<file path="config.mk">
export PLATFORM = sky130hd
export DESIGN_NAME = quad_four_triangle_interpolator
export DESIGN_NICKNAME = d
export VERILOG_FILES = /design/src/qfti_pkg.sv /design/src/qfti_select.sv /design/src/qfti_mac.sv /design/src/quad_four_triangle_interpolator.sv
export VERILOG_INCLUDE_DIRS = /design/src /design/src/src
export SDC_FILE = /design/constraint.sdc
export NUM_CORES = 2
export LEC_CHECK = 0
export ABC_AREA = 1
export BUFFER_PORTS_ARGS = -buffer_cell sky130_fd_sc_hd__clkbuf_2
export CAP_MARGIN = 20
export CELL_PAD_IN_SITES_DETAIL_PLACEMENT = 0
export CELL_PAD_IN_SITES_GLOBAL_PLACEMENT = 1
export CORE_ASPECT_RATIO = 1.4
export CORE_MARGIN = 3
export CORE_UTILIZATION = 54
export DETAILED_ROUTE_END_ITERATION = 8
export PLACE_DENSITY_LB_ADDON = 0.08
export SLEW_MARGIN = 15
export SYNTH_ARGS = -nofsm -noshare
export SYNTH_HDL_FRONTEND = slang
export SYNTH_HIERARCHICAL = 1
export SYNTH_SLANG_ARGS = --single-unit
</file>
<file path="constraint.sdc">
create_clock -name clk_i -period 8.9 [get_ports clk_i]
set_input_delay 1.78 -clock clk_i [delete_from_list [all_inputs] [get_ports clk_i]]
set_output_delay 1.78 -clock clk_i [all_outputs]
set_load 0.005 [all_outputs]
</file>
<file path="src/quad_four_triangle_interpolator_assert.svh">
// ----------------------------------------------------------------------------
// Assertion macros for the four-triangle interpolator
// Concurrent checks sampled on clk_i; they compile away under SYNTHESIS.
// ----------------------------------------------------------------------------
`ifndef QUAD_FOUR_TRIANGLE_INTERPOLATOR_ASSERT_SVH
`define QUAD_FOUR_TRIANGLE_INTERPOLATOR_ASSERT_SVH
`ifndef SYNTHESIS
// Check that is suspended while reset is asserted.
`define QFTI_ASSERT(lbl, prop, msg) \
  lbl: assert property (@(posedge clk_i) disable iff (!rst_ni) prop) else $error(msg);
// Check that also holds while reset is asserted.
`define QFTI_ASSERT_RST(lbl, prop, msg) \
  lbl: assert property (@(posedge clk_i) prop) else $error(msg);
`else
`define QFTI_ASSERT(lbl, prop, msg)
`define QFTI_ASSERT_RST(lbl, prop, msg)
`endif
`endif

</file>
<file path="src/qfti_pkg.sv">
// ----------------------------------------------------------------------------
// qfti_pkg
// Shared types for the four-triangle interpolator pipeline.
// ----------------------------------------------------------------------------
package qfti_pkg;

  // Triangle of the unit square that holds the point.
  typedef enum logic [1:0] {
    TRI_UPPER,
    TRI_RIGHT,
    TRI_BOTTOM,
    TRI_LEFT
  } tri_e;

  // Control that travels with each word down the pipeline.
  typedef struct packed {
    logic valid;
    logic oor;
  } stage_ctl_t;

endpackage

</file>
<file path="src/qfti_select.sv">
// ----------------------------------------------------------------------------
// qfti_select
// Picks the triangle, forms the rotated coordinates, the centre sum and the
// corner differences, and registers them for the multiply stage.
// ----------------------------------------------------------------------------
module qfti_select #(
  parameter int COORD_FRAC_BITS = 16,
  parameter int SAMPLE_BITS     = 16
) (
  input  logic                         clk_i,
  input  logic                         rst_ni,
  input  qfti_pkg::stage_ctl_t         ctl_i,
  input  logic [COORD_FRAC_BITS:0]     x_i,
  input  logic [COORD_FRAC_BITS:0]     y_i,
  input  logic signed [SAMPLE_BITS-1:0] v00_i,
  input  logic signed [SAMPLE_BITS-1:0] v01_i,
  input  logic signed [SAMPLE_BITS-1:0] v11_i,
  input  logic signed [SAMPLE_BITS-1:0] v10_i,
  output qfti_pkg::stage_ctl_t         ctl_o,
  output logic signed [SAMPLE_BITS+1:0] c4_o,
  output logic signed [SAMPLE_BITS+2:0] da_o,
  output logic signed [SAMPLE_BITS+2:0] db_o,
  output logic signed [COORD_FRAC_BITS+1:0] nx_o,
  output logic signed [COORD_FRAC_BITS+1:0] ny_o
);
  import qfti_pkg::*;

  localparam int F    = COORD_FRAC_BITS;
  localparam int S    = SAMPLE_BITS;
  localparam int ONE  = 2 ** F;
  localparam int HALF = 2 ** (F - 1);

  tri_e                 tri_sel;
  logic [F+1:0]         sum_xy;
  logic signed [F+1:0]  u, w;
  logic signed [S+1:0]  c4;
  logic signed [S-1:0]  va, vb;
  logic signed [S+2:0]  c4_ext;
  stage_ctl_t           ctl_q;
  logic signed [S+1:0]  c4_q;
  logic signed [S+2:0]  da_d, db_d, da_q, db_q;
  logic signed [F+1:0]  nx_d, ny_d, nx_q, ny_q;

  // Centre sum in quarter units and coordinates about the square's centre.
  assign c4     = (S+2)'(v00_i) + (S+2)'(v01_i) + (S+2)'(v11_i) + (S+2)'(v10_i);
  assign c4_ext = (S+3)'(c4);
  assign sum_xy = {1'b0, x_i} + {1'b0, y_i};
  assign u      = $signed({1'b0, x_i}) - $signed((F+2)'(HALF));
  assign w      = $signed({1'b0, y_i}) - $signed((F+2)'(HALF));

  // Diagonal tests; ties on y = x fall to the left triangle.
  always_comb begin
    priority if (sum_xy > (F+2)'(ONE) && y_i > x_i) begin
      tri_sel = TRI_UPPER;
    end else if (sum_xy > (F+2)'(ONE) && y_i < x_i) begin
      tri_sel = TRI_RIGHT;
    end else if (sum_xy <= (F+2)'(ONE) && y_i < x_i) begin
      tri_sel = TRI_BOTTOM;
    end else begin
      tri_sel = TRI_LEFT;
    end
  end

  // Rotated coordinates and the two corners of the chosen triangle.
  always_comb begin
    unique case (tri_sel)
      TRI_UPPER: begin
        nx_d = u + w;  ny_d = w - u;  va = v01_i; vb = v11_i;
      end
      TRI_RIGHT: begin
        nx_d = u - w;  ny_d = u + w;  va = v11_i; vb = v10_i;
      end
      TRI_BOTTOM: begin
        nx_d = -u - w; ny_d = u - w;  va = v10_i; vb = v00_i;
      end
      default: begin
        nx_d = w - u;  ny_d = -u - w; va = v00_i; vb = v01_i;
      end
    endcase
  end

  // Corner weights relative to the centre, in quarter units.
  assign da_d = $signed({va, 2'b00}) - c4_ext;
  assign db_d = $signed({vb, 2'b00}) - c4_ext;

  // Control register.
  always_ff @(posedge clk_i or negedge rst_ni) begin
    if (!rst_ni) begin
      ctl_q <= '0;
    end else begin
      ctl_q <= ctl_i;
    end
  end

  // Payload register.
  always_ff @(posedge clk_i) begin
    c4_q <= c4;
    da_q <= da_d;
    db_q <= db_d;
    nx_q <= nx_d;
    ny_q <= ny_d;
  end

  assign ctl_o = ctl_q;
  assign c4_o  = c4_q;
  assign da_o  = da_q;
  assign db_o  = db_q;
  assign nx_o  = nx_q;
  assign ny_o  = ny_q;

endmodule

</file>
<file path="src/qfti_mac.sv">
// ----------------------------------------------------------------------------
// qfti_mac
// Multiplies the corner weights by the rotated coordinates, then sums with
// the centre term, rounds half up and saturates into the result register.
// ----------------------------------------------------------------------------
module qfti_mac #(
  parameter int COORD_FRAC_BITS = 16,
  parameter int SAMPLE_BITS     = 16
) (
  input  logic                              clk_i,
  input  logic                              rst_ni,
  input  qfti_pkg::stage_ctl_t              ctl_i,
  input  logic signed [SAMPLE_BITS+1:0]     c4_i,
  input  logic signed [SAMPLE_BITS+2:0]     da_i,
  input  logic signed [SAMPLE_BITS+2:0]     db_i,
  input  logic signed [COORD_FRAC_BITS+1:0] nx_i,
  input  logic signed [COORD_FRAC_BITS+1:0] ny_i,
  output qfti_pkg::stage_ctl_t              ctl_o,
  output logic signed [SAMPLE_BITS-1:0]     result_o
);
  import qfti_pkg::*;

  localparam int F  = COORD_FRAC_BITS;
  localparam int S  = SAMPLE_BITS;
  localparam int PW = S + F + 5;
  localparam int TW = S + F + 7;
  localparam int RW = S + 5;
  localparam logic signed [TW-1:0] RND = TW'(2 ** (F + 1));

  stage_ctl_t           prod_ctl_q, res_ctl_q;
  logic signed [PW-1:0] pa_d, pb_d, pa_q, pb_q;
  logic signed [S+1:0]  c4_q;
  logic signed [TW-1:0] c_ext, t_sum;
  logic signed [RW-1:0] r_full;
  logic signed [S-1:0]  res_d, res_q;

  // Products of weights and rotated coordinates.
  assign pb_d = db_i * nx_i;
  assign pa_d = da_i * ny_i;

  // Exact sum scaled by four and one, with the rounding bias.
  assign c_ext = TW'(c4_q);
  assign t_sum = (c_ext <<< F) + TW'(pb_q) + TW'(pa_q) + RND;
  assign r_full = $signed(t_sum[TW-1:F+2]);

  // Saturate to the sample range; out-of-range points give zero.
  always_comb begin
    if (prod_ctl_q.oor) begin
      res_d = '0;
    end else if (r_full[RW-1:S-1] == '0 || r_full[RW-1:S-1] == '1) begin
      res_d = r_full[S-1:0];
    end else if (r_full[RW-1]) begin
      res_d = {1'b1, {(S-1){1'b0}}};
    end else begin
      res_d = {1'b0, {(S-1){1'b1}}};
    end
  end

  // Control registers.
  always_ff @(posedge clk_i or negedge rst_ni) begin
    if (!rst_ni) begin
      prod_ctl_q <= '0;
      res_ctl_q  <= '0;
    end else begin
      prod_ctl_q <= ctl_i;
      res_ctl_q  <= prod_ctl_q;
    end
  end

  // Payload registers.
  always_ff @(posedge clk_i) begin
    pa_q  <= pa_d;
    pb_q  <= pb_d;
    c4_q  <= c4_i;
    res_q <= res_d;
  end

  assign ctl_o    = res_ctl_q;
  assign result_o = res_q;

endmodule

</file>
<file path="src/quad_four_triangle_interpolator.sv">
// ----------------------------------------------------------------------------
// quad_four_triangle_interpolator
// Four-triangle piecewise linear interpolation of a point in the unit square.
//
//   Channel  | Handshake          | Payload
//   ---------+--------------------+--------------------------------------------
//   input    | start, busy        | coord_x_i, coord_y_i, corner_00_i..10_i
//   result   | done_o (strobe)    | interpolated_o, out_of_range_o
//
// One word is taken every cycle; busy is never raised.
// Registers in order: input register, triangle select, multiply, and the
// round and saturate stage that feeds the result register.
// Reset clears the valid bits of every stage; no word is lost or repeated.
// The receiver cannot stall: each result is shown for exactly one cycle.
// ----------------------------------------------------------------------------
`include "quad_four_triangle_interpolator_assert.svh"

module quad_four_triangle_interpolator #(
  parameter int COORD_FRAC_BITS = 16,
  parameter int SAMPLE_BITS     = 16
) (
  input  logic                          clk_i,
  input  logic                          rst_ni,
  input  logic                          start,
  output logic                          busy,
  input  logic [COORD_FRAC_BITS:0]      coord_x_i,
  input  logic [COORD_FRAC_BITS:0]      coord_y_i,
  input  logic signed [SAMPLE_BITS-1:0] corner_00_i,
  input  logic signed [SAMPLE_BITS-1:0] corner_01_i,
  input  logic signed [SAMPLE_BITS-1:0] corner_11_i,
  input  logic signed [SAMPLE_BITS-1:0] corner_10_i,
  output logic                          done_o,
  output logic signed [SAMPLE_BITS-1:0] interpolated_o,
  output logic                          out_of_range_o
);
  import qfti_pkg::*;

  localparam int F = COORD_FRAC_BITS;
  localparam int S = SAMPLE_BITS;

  logic                 accept;
  logic                 coord_oor;
  stage_ctl_t           in_ctl_d, in_ctl_q, sel_ctl, res_ctl;
  logic [F:0]           x_q, y_q;
  logic signed [S-1:0]  v00_q, v01_q, v11_q, v10_q;
  logic signed [S+1:0]  c4;
  logic signed [S+2:0]  da, db;
  logic signed [F+1:0]  nx, ny;

  assign busy   = 1'b0;
  assign accept = start && !busy;

  // A coordinate is out of range when it is above exactly one.
  assign coord_oor = (coord_x_i[F] && (coord_x_i[F-1:0] != '0)) ||
                     (coord_y_i[F] && (coord_y_i[F-1:0] != '0));

  assign in_ctl_d.valid = accept;
  assign in_ctl_d.oor   = coord_oor;

  // Input control register.
  always_ff @(posedge clk_i or negedge rst_ni) begin
    if (!rst_ni) begin
      in_ctl_q <= '0;
    end else begin
      in_ctl_q <= in_ctl_d;
    end
  end

  // Input payload register.
  always_ff @(posedge clk_i) begin
    if (accept) begin
      x_q   <= coord_x_i;
      y_q   <= coord_y_i;
      v00_q <= corner_00_i;
      v01_q <= corner_01_i;
      v11_q <= corner_11_i;
      v10_q <= corner_10_i;
    end
  end

  qfti_select #(
    .COORD_FRAC_BITS(COORD_FRAC_BITS),
    .SAMPLE_BITS    (SAMPLE_BITS)
  ) u_select (
    .clk_i (clk_i),
    .rst_ni(rst_ni),
    .ctl_i (in_ctl_q),
    .x_i   (x_q),
    .y_i   (y_q),
    .v00_i (v00_q),
    .v01_i (v01_q),
    .v11_i (v11_q),
    .v10_i (v10_q),
    .ctl_o (sel_ctl),
    .c4_o  (c4),
    .da_o  (da),
    .db_o  (db),
    .nx_o  (nx),
    .ny_o  (ny)
  );

  qfti_mac #(
    .COORD_FRAC_BITS(COORD_FRAC_BITS),
    .SAMPLE_BITS    (SAMPLE_BITS)
  ) u_mac (
    .clk_i   (clk_i),
    .rst_ni  (rst_ni),
    .ctl_i   (sel_ctl),
    .c4_i    (c4),
    .da_i    (da),
    .db_i    (db),
    .nx_i    (nx),
    .ny_i    (ny),
    .ctl_o   (res_ctl),
    .result_o(interpolated_o)
  );

  assign done_o         = res_ctl.valid;
  assign out_of_range_o = res_ctl.oor;

  // Every accepted word comes out as a result, and nothing else does.
  `QFTI_ASSERT(a_latency, accept |-> ##4 done_o, "accepted word did not complete")
  `QFTI_ASSERT(a_no_phantom, done_o |-> $past(accept, 4), "result without a word")
  // The error flag follows the coordinates of the same word and zeroes the value.
  `QFTI_ASSERT(a_oor_track, done_o |-> (out_of_range_o == $past(coord_oor, 4)),
               "range flag does not match the word")
  `QFTI_ASSERT(a_oor_zero, (done_o && out_of_range_o) |-> (interpolated_o == '0),
               "out-of-range word gave a nonzero value")
  // Reset empties the pipeline.
  `QFTI_ASSERT_RST(a_reset_flush, !rst_ni |=> !done_o, "result strobe during reset")

endmodule

</file>
After elaboration in Yosys (flattened, before gate mapping)
Cells that the tools add are included.
W data, S select, Z words.
{"block": "word_totals", "input_bits": 101, "reg_bits": 306, "word_cells": 68}
{"block": "op_classes", "multipliers": 2, "n_lt_le_gt_ge": 4, "n_mux": 9, "n_reduce_logical": 11, "n_eq_ne": 3, "addsub": 16}
{"op": "$pmux W18 S3", "count": 2}
{"op": "$pmux W16 S3", "count": 2}
{"op": "$mul A19 B18 Y37", "count": 2}
{"op": "$sub A18 B18 Y18", "count": 3}
{"op": "$add A38 B37 Y39", "count": 1}
{"op": "$add A39 B19 Y39 const B", "count": 1}
{"op": "$add A34 B37 Y38", "count": 1}
{"op": "$sub A18 B18 Y19", "count": 2}
{"op": "$sub A17 B16 Y18 const B", "count": 2}
{"op": "$mux W16", "count": 2}
{"op": "$reduce_bool A16 Y1", "count": 2}
{"op": "$add A17 B16 Y18", "count": 1}
{"op": "$add A17 B17 Y18", "count": 1}
{"op": "$add A18 B16 Y18", "count": 1}
{"op": "$add A18 B18 Y18", "count": 1}
{"op": "$gt A18 B17 Y1 const B", "count": 1}
{"op": "$le A18 B17 Y1 const B", "count": 1}
{"op": "$neg A18 Y18", "count": 1}
{"op": "$add A16 B16 Y17", "count": 1}
{"op": "$gt A17 B17 Y1", "count": 1}
{"op": "$lt A17 B17 Y1", "count": 1}
{"op": "$eq A6 B6 Y1 const B", "count": 1}
{"op": "$logic_not A6 Y1", "count": 1}
{"op": "$logic_and A1 B1 Y1", "count": 5}
{"op": "6 further kinds", "count": 8}

Depth between registers and ports, before layout
{"block": "logic_depth", "word_depth": 9, "depth_mapped": 35, "ltp_nobuf": 32}

Cells and area by module
The synthesis kept the hierarchy.
{"mod": "qfti_mac", "area_per_inst_um2": 32050.7, "cells_per_inst": 3983, "n_inst": 1}
{"mod": "qfti_select", "area_per_inst_um2": 10940.5, "cells_per_inst": 1630, "n_inst": 1}
{"mod": "quad_four_triangle_interpolator", "area_per_inst_um2": 3128.0, "cells_per_inst": 135, "n_inst": 1}

Worst setup path before layout
OpenSTA, ideal clock, no wires.
{"block": "synth_path", "kind": "reg-to-reg", "from": "reg u_select.ny_q[4], in the netlist u_select/ny_o[4]", "to": "reg u_mac.pa_q[36]", "path_buffers": 2, "setup_time_ps": 123, "arrival_ps": 5693, "synth_period_minus_slack_ps": 5816, "path_slack_ps": 3084, "path_stages_with_launch": 22, "cell_sequence": "dfxtp_1 clkbuf_1 buf_1 nand2_1 fa_1 inv_1 fa_1 fa_1 fa_1 fa_1 inv_1 fa_1 inv_1 ha_1 nand2_1 nor3_1 nand3_1 nand3_1 nand2_1 o211ai_1 a21oi_1 xor2_1"}
{"block": "synth_between", "elab_chain_cells": 1}
{"item": "start, declared", "line": "qfti_select.sv:42", "rtl": "logic signed [F+1:0] nx_d, ny_d, nx_q, ny_q;"}
{"item": "start signal, assigned", "line": "qfti_select.sv:101", "rtl": "ny_q <= ny_d;"}
{"item": "$mul A19 B18 Y37", "line": "qfti_mac.sv:39", "rtl": "assign pa_d = da_i * ny_i;"}
{"item": "named net u_mac.pa_d[36]", "line": "qfti_mac.sv:31", "rtl": "logic signed [PW-1:0] pa_d, pb_d, pa_q, pb_q;"}
{"item": "end signal, assigned", "line": "qfti_mac.sv:72", "rtl": "pa_q <= pa_d;"}
{"item": "end, declared", "line": "qfti_mac.sv:31"}
The timed path passes the listed nets, and every way through them passes these cells.
A chain may end at the register's enable or synchronous reset.

Final worst setup path
{"block": "layout_path", "from": "reg u_select.nx_q[10], in the netlist u_select/nx_o[10]", "to": "reg u_mac.pb_q[33]"}
{"block": "layout_between", "elab_chain_cells": 1}
{"item": "start, declared", "line": "qfti_select.sv:42"}
{"item": "start signal, assigned", "line": "qfti_select.sv:100", "rtl": "nx_q <= nx_d;"}
{"item": "$mul A19 B18 Y37", "line": "qfti_mac.sv:38", "rtl": "assign pb_d = db_i * nx_i;"}
{"item": "named net u_mac.pb_d[33]", "line": "qfti_mac.sv:31"}
{"item": "end signal, assigned", "line": "qfti_mac.sv:73", "rtl": "pb_q <= pb_d;"}
{"item": "end, declared", "line": "qfti_mac.sv:31"}
The timed path passes the listed nets, and every way through them passes these cells.

==> results.ini <==
[clock_network]
clk_latency_ns = 0.58
cts_post_setup_buffers_inserted = 0
cts_tree = done
clk_pin_slew_ns = 0.06
cts_made_buffers = 37
hold_buffers = 0
clock_path_buffers = 3
cts_resized = 0
clock-sinks = 302
cts_root_buffer = clkbuf_16
h-tree-depth = 2

[synth]
syn_inst = 5748
yosys_warnings = 6
synthTopCellsByArea = fa_1 32%, inv_1 12%, ha_1 11%
netlist.area_leader.share_pct = 32.5
synth_top_cells_by_count = 1,478 x inv_1, 1,319 x nand2_1, 748 x fa_1
synth_nets = 7005
dominantRegCellSynth = dfxtp_1
ys_seq_area_share_pct = 15.3
synth.most_common_cell = inv_1
yosys.cell_types.count = 64
synth_top_cell_by_area = fa_1
ys_ff_latch = 302
synthArstFlopShare_pct = 2.65
netlist_area_sq_um = 46100
syn-mean-instance-area_sq_um = 8.02
synth-edff-count = 98

[finish]
fin_nets = 6988
fin_area_sq_um = 48600
drive_gt1_share_pct = 5.71
n_fill_cell = 8063
area_delta_synth_final_pct = 5.44
diodes = 0

[route]
vias_per_cell = 5.24
dr.max_layer_used = met4
wire_per_inst_microns = 20.0
wl_met2_microns = 72900
ant_nets = 0
firstDrtPassIters = 8
first_iter_violations = 1806
drt-total-wl_microns = 137000
wl_met3_microns = 4670
wl_met1_microns = 49300
drc_errors = 0
vias = 35900

[timing]
fmax_mhz = 151
final.period_utilization_pct = 74.6
final.min_clock_period_ns = 6.64
hold_violations = 0
setup_violations = 0
finClkSkew_ns = 0.0227
tightestPinTransition_ns = 1.06
rsz0062_at_grt = no
drv_slew = 0
fin_setup_tns_ns = 0
relSlewSlack_pct = 29.2

[die]
die_width_microns = 253
dieArea_sq_um = 89000
placeableCoreArea_sq_um = 84500
dieHeight_microns = 352
initial_core_util_pct = 54.6
io_pins = 120
rows = 126

[placement]
place_hpwl_microns = 114000
io_buffers = 118
dpl_cell_area_sq_um = 47400
place.gp.congestion = 0.944

[worst_setup_path]
reg2reg_to = u_mac/pb_q[33]
r2r_slack_ns = 2.26
cp-start-kind = flip-flop
r2r-start = u_select/nx_o[10]
path_max_fanout = 19
cp-end-kind = flip-flop
path_class = flip-flop to flip-flop
worst_r2r_path_depth = 21
critPathArrivalTime_ns = 7.10
required_ns = 9.37

[worst_hold_path]
hold_path.class = flip-flop to flip-flop
timing.hold.worst.start = u_select/c4_o[14]
min_to = u_mac/c4_q[14]
holdPathStages = 0

[grt]
grt_pass1_wl_microns = 214000
grt_pass1_vias = 38900
grt_max_degree = 79
track_usage_pct = 31.8
grt_antenna_before_repair = 3
grt_overflow = 0

[flow_run]
max-cap-violations = 0

[status]
status = finished clean

[flip-flops by register name, summed over array words and instances, names as in the netlist]
signal            cells
u_select/nx_o        18
u_mac/pb_q           37
y_q                  17
u_mac/ctl_o           2
u_select/ny_o        17
u_mac/prod_ctl_q      2
v00_q                16
u_mac/c4_q           18
u_select/da_o        17
u_select/c4_o        17
in_ctl_q              2
u_mac/pa_q           37
v10_q                16
v01_q                16
u_mac/result_o       16
u_select/ctl_o        2
v11_q                16
u_select/db_o        19
x_q                  17
[how the worst max path moves through the flow]
| stage | cells after the start | end | slack, ns | start |
|---|---|---|---|---|
| 2_1_floorplan | 21 | u_mac/pa_q[36] | 3.08 | u_select/ny_o[4] |
| 3_3_place_gp | 20 | u_mac/pa_q[33] | 2.38 | u_select/ny_o[3] |
| 3_5_place_dp | 20 | u_mac/pa_q[33] | 2.30 | u_select/ny_o[3] |
| 4_1_cts | 20 | u_mac/pa_q[33] | 2.24 | u_select/ny_o[3] |
| 5_1_grt | 24 | u_mac/pa_q[35] | 1.76 | u_select/da_o[18] |
| 6_report | 21 | u_mac/pb_q[33] | 2.26 | u_select/nx_o[10] |
[per-layer routing]
layer	up-vias	global-route usage [%]
li1	17000	-
met1	17600	33.8
met2	927	60.6
met3	357	2.81
met4	0	19.4
met5	-	0
[layout by cell type, fill, tap and decap left out, types with 54 or more instances in the layout]
master    instances
inv_1          1478
nand2_1        1319
fa_1            748
ha_1            408
a21oi_1         248
nor2_1          244
dfxtp_1         196
nand3_1         146
xor2_1          137
clkbuf_2        117
nand4_1          98
edfxtp_1         98
o21ai_0          90
xnor2_1          54
[critical path, cell delays in order (launching register included)]
cell	delay, ns
dfxtp_1	0.98
nand2_1	0.17
fa_1	0.55
inv_1	0.05
fa_1	0.50
inv_1	0.05
fa_1	0.52
inv_1	0.05
fa_1	0.45
fa_1	0.49
inv_1	0.05
fa_1	0.47
inv_1	0.04
ha_1	0.40
nand2_1	0.08
nor2_1	0.13
nand4_1	0.09
o21ai_0	0.45
a31oi_1	0.26
o21bai_1	0.39
a31oi_1	0.16
xor2_1	0.16
[area by class of cell]
| cell class | count | area, sq um | area share [%] |
|---|---|---|---|
| Inverter | 1492 | 5600 | 11.5 |
| Multi-Input combinational cell | 3744 | 32500 | 66.8 |
| Clock inverter | 25 | 282 | 0.579 |
| Tap cell | 1088 | 1360 | 2.80 |
| Sequential cell | 302 | 7070 | 14.5 |
| Timing Repair Buffer | 154 | 883 | 1.82 |
| Clock buffer | 40 | 947 | 1.95 |
[logic make-up (layout without fill, tap and decap cells)]
kind of cell / count (synthesis) / count (layout) / share of synthesized area [%]
AOI/OAI and AO/OA: 463 / 463 / 5.77
buffers and inverters: 1702 / 1711 / 14.2
xor gates and xnor gates: 192 / 192 / 3.66
adders and majority gates: 1156 / 1156 / 43.5
and+or+nand+nor: 1932 / 1932 / 17.5
other: 1 / 1 / 0.00813
DFF: 302 / 302 / 15.3
[through the flow]
stage / setup slack, ns / util [%] / cells / hold WS (ns)
floorplan: 3.08 / - / 5748 / 0.310
CTS: 2.24 / 57.5 / 6844 / 0.326
detailed placement: 2.30 / 56.1 / 6779 / 0.312
global route: 1.76 / 57.6 / 6845 / 0.334
global placement: 2.38 / 56.1 / 6779 / 0.312
finish: 2.26 / 57.6 / 6845 / 0.327
Power is left out: the tool's default activity adds up to more than one toggle a clock period on the data nets, which glitch-free logic cannot reach.
